`src/rtl/utf8v_pkg.sv`:
```
// ----------------------------------------------------------------------------
// utf8v_pkg
// Status codes, codepoint limits and the result type of the UTF-8 validator.
// ----------------------------------------------------------------------------
package utf8v_pkg;

    localparam int CODE_W   = 21;
    localparam int STATUS_W = 3;
    localparam int LENGTH_W = 3;

    localparam logic [STATUS_W-1:0] ST_OK       = 3'd0;
    localparam logic [STATUS_W-1:0] ST_BAD_LEAD = 3'd1;
    localparam logic [STATUS_W-1:0] ST_BAD_CONT = 3'd2;
    localparam logic [STATUS_W-1:0] ST_OVERLONG = 3'd3;
    localparam logic [STATUS_W-1:0] ST_INVALID  = 3'd4;

    localparam logic [CODE_W-1:0] CP_MAX_1B    = 21'h00007F;
    localparam logic [CODE_W-1:0] CP_MAX_2B    = 21'h0007FF;
    localparam logic [CODE_W-1:0] CP_MAX_3B    = 21'h00FFFF;
    localparam logic [CODE_W-1:0] CP_SURR_LO   = 21'h00D800;
    localparam logic [CODE_W-1:0] CP_SURR_HI   = 21'h00DFFF;
    localparam logic [CODE_W-1:0] CP_MAX       = 21'h10FFFF;

    typedef struct packed {
        logic [STATUS_W-1:0] status;
        logic [LENGTH_W-1:0] length;
        logic [CODE_W-1:0]   code;
    } utf8v_result_t;

endpackage

```
`src/rtl/utf8_sequence_validator.sv`:
```
// ----------------------------------------------------------------------------
// utf8_sequence_validator: one byte per cycle unless stalled; a result is
// registered after the transfer of the byte ending its sequence (input reg,
// then result reg). Throughput one byte per clock when not stalled.
// A result held by m_ready low stalls the input stage until it transfers.
// Synchronous active-low reset closes any open sequence and empties both regs.
// ----------------------------------------------------------------------------
module utf8_sequence_validator
    import utf8v_pkg::*;
(
    input  logic                aclk,
    input  logic                aresetn,
    input  logic                s_valid,
    output logic                s_ready,
    input  logic [7:0]          s_data_byte,
    output logic                m_valid,
    input  logic                m_ready,
    output logic [STATUS_W-1:0] m_seq_status,
    output logic [LENGTH_W-1:0] m_seq_length,
    output logic [CODE_W-1:0]   m_code_value
);

    logic          in_valid_reg;
    logic [7:0]    in_data_reg;
    logic          out_valid_reg;
    utf8v_result_t out_reg;
    logic          advance;
    logic          res_valid;
    utf8v_result_t res;

    assign advance = in_valid_reg && (!out_valid_reg || m_ready);
    assign s_ready = !in_valid_reg || advance;

    always_ff @(posedge aclk) begin
        if (!aresetn) begin
            in_valid_reg <= 1'b0;
        end else if (s_ready) begin
            in_valid_reg <= s_valid;
        end
    end

    always_ff @(posedge aclk) begin
        if (s_ready && s_valid) begin
            in_data_reg <= s_data_byte;
        end
    end

    utf8v_decode u_decode (
        .aclk      (aclk),
        .aresetn   (aresetn),
        .advance   (advance),
        .data_byte (in_data_reg),
        .res_valid (res_valid),
        .res       (res)
    );

    always_ff @(posedge aclk) begin
        if (!aresetn) begin
            out_valid_reg <= 1'b0;
        end else if (advance) begin
            out_valid_reg <= res_valid;
        end else if (m_ready) begin
            out_valid_reg <= 1'b0;
        end
    end

    always_ff @(posedge aclk) begin
        if (advance && res_valid) begin
            out_reg <= res;
        end
    end

    assign m_valid      = out_valid_reg;
    assign m_seq_status = out_reg.status;
    assign m_seq_length = out_reg.length;
    assign m_code_value = out_reg.code;

endmodule

```
`src/rtl/utf8v_decode.sv`:
```
// ----------------------------------------------------------------------------
// utf8v_decode
// Sequence state and per-byte decode: lead classification, continuation
// accumulation and final overlong / range checks.
// ----------------------------------------------------------------------------
module utf8v_decode
    import utf8v_pkg::*;
(
    input  logic          aclk,
    input  logic          aresetn,
    input  logic          advance,
    input  logic [7:0]    data_byte,
    output logic          res_valid,
    output utf8v_result_t res
);

    logic [1:0]          remaining_reg, remaining_next;
    logic [CODE_W-1:0]   acc_reg, acc_next;
    logic [LENGTH_W-1:0] len_reg, len_next;
    logic [LENGTH_W-1:0] len_inc;
    logic [1:0]          rem_dec;
    logic [CODE_W-1:0]   acc_shift;
    logic [CODE_W-1:0]   bar;

    assign len_inc   = len_reg + 3'd1;
    assign rem_dec   = remaining_reg - 2'd1;
    assign acc_shift = {acc_reg[CODE_W-7:0], data_byte[5:0]};

    always_comb begin
        case (len_inc)
            3'd2:    bar = CP_MAX_1B;
            3'd3:    bar = CP_MAX_2B;
            default: bar = CP_MAX_3B;
        endcase
    end

    always_comb begin
        remaining_next = remaining_reg;
        acc_next       = acc_reg;
        len_next       = len_reg;
        res_valid      = 1'b0;
        res.status     = ST_OK;
        res.length     = 3'd1;
        res.code       = '0;
        if (remaining_reg == 2'd0) begin
            if (data_byte[7] == 1'b0) begin
                res_valid = 1'b1;
                res.code  = {13'd0, data_byte};
            end else if (data_byte[7:5] == 3'b110) begin
                acc_next       = {16'd0, data_byte[4:0]};
                remaining_next = 2'd1;
                len_next       = 3'd1;
            end else if (data_byte[7:4] == 4'b1110) begin
                acc_next       = {17'd0, data_byte[3:0]};
                remaining_next = 2'd2;
                len_next       = 3'd1;
            end else if (data_byte[7:3] == 5'b11110) begin
                acc_next       = {18'd0, data_byte[2:0]};
                remaining_next = 2'd3;
                len_next       = 3'd1;
            end else begin
                res_valid  = 1'b1;
                res.status = ST_BAD_LEAD;
            end
        end else if (data_byte[7:6] != 2'b10) begin
            res_valid      = 1'b1;
            res.status     = ST_BAD_CONT;
            res.length     = len_inc;
            remaining_next = 2'd0;
            acc_next       = '0;
            len_next       = '0;
        end else if (rem_dec != 2'd0) begin
            acc_next       = acc_shift;
            remaining_next = rem_dec;
            len_next       = len_inc;
        end else begin
            res_valid      = 1'b1;
            res.length     = len_inc;
            remaining_next = 2'd0;
            acc_next       = '0;
            len_next       = '0;
            if (acc_shift <= bar) begin
                res.status = ST_OVERLONG;
            end else if ((acc_shift >= CP_SURR_LO && acc_shift <= CP_SURR_HI)
                         || acc_shift > CP_MAX) begin
                res.status = ST_INVALID;
            end else begin
                res.code = acc_shift;
            end
        end
    end

    always_ff @(posedge aclk) begin
        if (!aresetn) begin
            remaining_reg <= 2'd0;
            acc_reg       <= '0;
            len_reg       <= '0;
        end else if (advance) begin
            remaining_reg <= remaining_next;
            acc_reg       <= acc_next;
            len_reg       <= len_next;
        end
    end

endmodule

```
`config.mk`:
```
export PLATFORM = sky130hd
export DESIGN_NAME = utf8_sequence_validator
export DESIGN_NICKNAME = d
export VERILOG_FILES = /design/src/rtl/utf8v_pkg.sv /design/src/rtl/utf8_sequence_validator.sv /design/src/rtl/utf8v_decode.sv
export SDC_FILE = /design/constraint.sdc
export NUM_CORES = 1
export LEC_CHECK = 0
export ABC_AREA = 1
export BUFFER_PORTS_ARGS = -buffer_cell sky130_fd_sc_hd__clkbuf_2
export CAP_MARGIN = 5
export CORE_MARGIN = 2
export CORE_UTILIZATION = 40
export CTS_CLUSTER_SIZE = 8
export DETAILED_ROUTE_END_ITERATION = 7
export PLACE_DENSITY_LB_ADDON = 0.05
export RECOVER_POWER = 100
export SLEW_MARGIN = 20
export SYNTH_ARGS = -nofsm -noshare
export SYNTH_HDL_FRONTEND = slang
export SYNTH_SLANG_ARGS = --single-unit
```
`constraint.sdc`:
```
create_clock -name aclk -period 5.8 [get_ports aclk]
set_input_delay 1.45 -clock aclk [delete_from_list [all_inputs] [get_ports aclk]]
set_output_delay 1.45 -clock aclk [all_outputs]
set_load 0.02 [all_outputs]
```
# [Word-level counts from Yosys, hierarchy flattened]
# Cells that the tools add are included.
[totals] in_bits=12 output_inout_bits=29 word_cells=81 reg_bits=57
[op_classes] n_addsub=2 n_mux=45 n_lt_le_gt_ge=4 reduce_logical=13 eq_ne=8
[op_table] operator="$mux 15" count=7
[op_table] operator="$mux 21" count=4
[op_table] operator="$mux 3" count=13
[op_table] operator="$pmux 16 s2" count=1
[op_table] operator="$mux 27" count=1
[op_table] operator="$ge 21x16->1 const B" count=1
[op_table] operator="$gt 21x21->1 const B" count=1
[op_table] operator="$le 21x16->1" count=1
[op_table] operator="$le 21x16->1 const B" count=1
[op_table] operator="$mux 2" count=7
[op_table] operator="$mux 1" count=10
[op_table] operator="$mux 7" count=1
[op_table] operator="$eq 3x2->1 const B" count=2
[op_table] operator="$mux 6" count=1
[op_table] operator="$eq 5x5->1 const B" count=1
[op_table] operator="$eq 4x4->1 const B" count=1
[op_table] operator="$logic_and 1x1->1" count=4
[op_table] operator="$ne 2x2->1 const B" count=2
[op_table] operator="$ne 4x4->1 const B" count=1
[op_table] operator="$reduce_bool 2->1" count=2
[op_table] operator="$add 3x1->3 const B" count=1
[op_table] operator="$eq 3x3->1 const B" count=1
[op_table] operator="$logic_or 1x1->1" count=3
[op_table] operator="$reduce_and 3->1" count=1
[op_table] operator="3 further kinds" count=4

# [Longest topological paths before layout]
[depth] ltp_word=8 mapped_depth=15 ltp_nobuf=15

# [Hierarchy]
# Synthesis repeated with hierarchy kept, for this count alone.
[hier_totals] cells_unflattened=327 hier_area_um2=2940.3
[by_module_without_submodules] module="utf8v_decode" seq_area_each_um2=400.4 n_inst=1 cells_each=275 area_per_inst_um2=1781.7
[by_module_without_submodules] module="utf8_sequence_validator" seq_area_each_um2=1091.0 n_inst=1 cells_each=52 area_per_inst_um2=1158.6

# [Worst setup path after synthesis]
# OpenSTA, ideal clock, no wires.
[synth_timing] path_type="in2reg" start="in m_ready" end="reg out_reg (netlist bit m_code_value[0]), enable pin" path_buffers=0 slack_ns=2.570 setup_time_ns=0.408 cell_stages=4 required_ns=5.392 arrival_ns=2.822 path_cell_list="inv_1 -> nand2_1 -> nand2_1 -> nor3_2"
[synth_via] elab_chain_cells=3
[synth_rtl] item="start: declaration" line="utf8_sequence_validator.sv:17" text="input logic m_ready,"
[synth_rtl] item="$logic_or 1x1->1" line="utf8_sequence_validator.sv:31" text="assign advance = in_valid_reg && (!out_valid_reg || m_ready);"
[synth_rtl] item="$logic_and 1x1->1" line="utf8_sequence_validator.sv:31"
[synth_rtl] item="$logic_and 1x1->1" line="utf8_sequence_validator.sv:68" text="if (advance && res_valid) begin"
[synth_rtl] item="end signal: assignment" line="utf8_sequence_validator.sv:69" text="out_reg <= res;"
[synth_rtl] item="end: declaration" line="utf8_sequence_validator.sv:26" text="utf8v_result_t out_reg;"
# Every way passes these cells.
# A chain may end at the register's enable or synchronous reset.

# [Worst setup path after layout]
[layout_timing] start="in m_ready" end="reg u_decode.acc_reg[2]"
[layout_via] elab_chain_cells=3
[layout_rtl] item="$logic_or 1x1->1" line="utf8_sequence_validator.sv:31"
[layout_rtl] item="$logic_and 1x1->1" line="utf8_sequence_validator.sv:31"
[layout_rtl] item="$reduce_and 3->1 (no source line)"
[layout_rtl] item="end signal: assignment" line="utf8v_decode.sv:100" text="acc_reg <= acc_next;"
[layout_rtl] item="end: declaration" line="utf8v_decode.sv:18" text="logic [CODE_W-1:0] acc_reg, acc_next;"
# Every way passes these cells.

==> results.sh <==
export IMPL_hold_class="reg2reg"
export IMPL_cts_inserted_buffers=9
export IMPL_status="complete, but fails checks"
export IMPL_min_from="u_decode.len_reg[2]"
export IMPL_rsz0062_at_grt="no"
export IMPL_clock_skew_ps=5.65
export IMPL_maxCapViolCount=1
export IMPL_timing_fmax_mhz=259
export IMPL_syn2layout_area_growth_pct=14.2
export IMPL_die_w_um=85.9
export IMPL_crit_path_end_kind="flop"
export IMPL_grt_usage_pct=15.9
export IMPL_r2r_cells=7
export IMPL_final_common_cell="inv_1"
export IMPL_hold_buffers=0
export IMPL_synth_avg_cell_area_um2=9.52
export IMPL_p_per_area_mw_per_mm2=302
export IMPL_htreeDepth=3
export IMPL_hold_end="u_decode.len_reg[2]"
export IMPL_cts_setup_buffers=0
export IMPL_synth_distinct_cells=30
export IMPL_ir_drop_mv=0.131
export IMPL_clock_sinks=57
export IMPL_grt_remaining_overflow=0
export IMPL_antenna_found_initial=0
export IMPL_rows=29
export IMPL_drt_iter0_markers=93
export IMPL_ios=41
export IMPL_die_area_mm2=0.00738
export IMPL_core_mm2=0.00642
export IMPL_crit_arrival_ps=4040
export IMPL_dp_hpwl_um=3880
export IMPL_grt_max_degree=34
export IMPL_cp_start_kind="input pin"
export IMPL_syn_inst=282
export IMPL_firstDrtPassIters=4
export IMPL_dpl_cell_area_mm2=0.00295
export IMPL_p_leak_nw=1.23
export IMPL_routabilityCongestion=0.844
export IMPL_clk_latency_ps=330
export IMPL_setup_violations_final=0
export IMPL_drv_slew=12
export IMPL_drc=0
export IMPL_r2r_start="u_decode.remaining_reg[0]"
export IMPL_syn_nets=308
export IMPL_largest_reg_flops=21
export IMPL_ys_warn_count=0
export IMPL_diodes=0
export IMPL_max_slew_margin_pct=-4.61
export IMPL_finalSetupTns_ps=0
export IMPL_worst_slew_pin_slew_ps=1560
export IMPL_timing_rr_end="m_code_value[17]"
export IMPL_postLayoutCellArea_mm2=0.00307
export IMPL_finalCritPeriodShare_pct=66.5
export IMPL_cts_root_buf="clkbuf_8"
export IMPL_violations="capacitance limit, slew limit"
export IMPL_grt_pass1_wl_um=9070
export IMPL_wl_per_cell_um=13.5
export IMPL_grt_pass1_vias=1930
export IMPL_crit_slowest_cell="clkinvlp_2"
export IMPL_ant_nets=0
export IMPL_hold_viol=0
export IMPL_chipHeight_um=85.9
export IMPL_cpPeakStageDelay_ps=1160
export IMPL_min_path_cells=2
export IMPL_cp_cell_sequence="clkbuf_2 > inv_1 > nand2_1 > nand2_1 > a21oi_1 > clkinvlp_2 > a21oi_1 > a211oi_1"
export IMPL_wl_um=5510
export IMPL_criticalPathCategory="in2reg"
export IMPL_ys_seq_area_share_pct=55.5
export IMPL_io_buffers=40
export IMPL_required_ps=5980
export IMPL_period_needed_ps=3860
export IMPL_via_per_inst=4.91
export IMPL_start_util_pct=41.8
export IMPL_layout_nets=353
export IMPL_cts_tree="done"
export IMPL_clkSlewWorstSetupHoldPaths_ps=70
export IMPL_r2r_slack_ps=2070
export IMPL_vias=2007
export IMPL_synth_area_mm2=0.00269
export IMPL_drive_gt1_share_pct=9.34
export IMPL_cp_max_fo=33
export IMPL_ctsLongestPathBuffers=2
export IMPL_postCtsResizedCells=0
export IMPL_layout_common_cells="45 x inv_1, 40 x nand2_1, 35 x edfxtp_1"
export IMPL_ys_seq_elements=57
## where the power goes
group          leakage, nW  internal (mW)  switching [mW]
Clock               0.0913          0.195           0.161
Combinational        0.629         0.0307          0.0722
Sequential           0.508          0.454          0.0129
## final cells by class
cell class | instances | area, um2
Clock buffer | 10 | 128
Clock inverter | 6 | 58.8
Fill cell | 626 | 3360
Inverter | 48 | 181
Multi-Input combinational cell | 170 | 945
Sequential cell | 57 | 1490
Tap cell | 77 | 96.3
Timing Repair Buffer | 41 | 166
## cells in the mapped netlist
| cell type | n | area share, % |
|---|---|---|
| nand2_1 | 40 | 5.6 |
| nor2_1 | 33 | 4.6 |
| o21ai_0 | 9 | 1.7 |
| nand4_1 | 4 | 0.93 |
| inv_4 | 1 | 0.23 |
| inv_1 | 44 | 6.2 |
| buf_6 | 1 | 0.42 |
| o21bai_1 | 1 | 0.28 |
| buf_4 | 2 | 0.56 |
| buf_1 | 1 | 0.14 |
| nor3_2 | 1 | 0.37 |
| a21oi_4 | 1 | 0.61 |
| a31oi_1 | 1 | 0.23 |
| a211oi_1 | 8 | 2.2 |
| buf_2 | 3 | 0.56 |
| a211oi_2 | 5 | 2.3 |
| inv_2 | 1 | 0.14 |
| clkinv_1 | 2 | 0.28 |
| ha_1 | 14 | 6.5 |
| o22ai_1 | 1 | 0.23 |
| nand3_1 | 15 | 2.8 |
| dfxtp_1 | 22 | 16 |
| nor2_2 | 2 | 0.47 |
| o211ai_1 | 2 | 0.56 |
| nor3_1 | 2 | 0.37 |
| nand3b_1 | 1 | 0.28 |
| a21oi_1 | 28 | 5.2 |
| xor2_1 | 1 | 0.33 |
| edfxtp_1 | 35 | 39 |
| o21ai_2 | 1 | 0.33 |
## logic make-up after synthesis
group | share of synthesized area [%]
buffers and inverters | 8.48
flip-flops | 55.5
AO/OA/AOI/OAI | 13.7
XOR/XNOR | 0.326
AND/OR/NAND/NOR | 15.4
adder cells (fa/ha/maj) | 6.52
## critical path, delay by kind of cell
kind | cells | cell delay (ps)
buf+inv | 3 | 1270
simple gates | 2 | 130
compound gates | 3 | 1180
## routing by layer
layer,GRT usage [%],up-vias,share of wire [%]
met3,3.85,14,3.9
met1,21.0,916,49
met2,24.4,39,44
li1,-,1038,-
met4,7.65,0,2.7
met5,0,-,0
## how the worst max path moves through the flow
stage,depth (start not counted),from,slack [ps],endpoint
2_1_floorplan,4,m_ready,2570,m_code_value[0]
3_5_place_dp,4,m_ready,2490,s_ready
6_report,8,m_ready,1940,u_decode.acc_reg[2]
4_1_cts,4,m_ready,2480,s_ready
5_1_grt,7,u_decode.remaining_reg[0],1670,m_code_value[17]
3_3_place_gp,4,m_ready,2510,s_ready
## per-stage QoR
step / worst slack [ps] / util [%] / hold slack [ps] / power, mW / cells
6_report: 1940 / 47.7 / 484 / 0.926 / 409
5_1_grt: 1670 / 47.7 / 520 / 0.968 / 409
4_1_cts: 2480 / 48.8 / 485 / 0.940 / 409
3_5_place_dp: 2490 / 45.9 / 476 / 0.584 / 393
3_3_place_gp: 2510 / 45.9 / 473 / 0.584 / 393
2_1_floorplan: 2570 / - / 456 / 0.552 / 282
(Power assumes the default switching activity.)
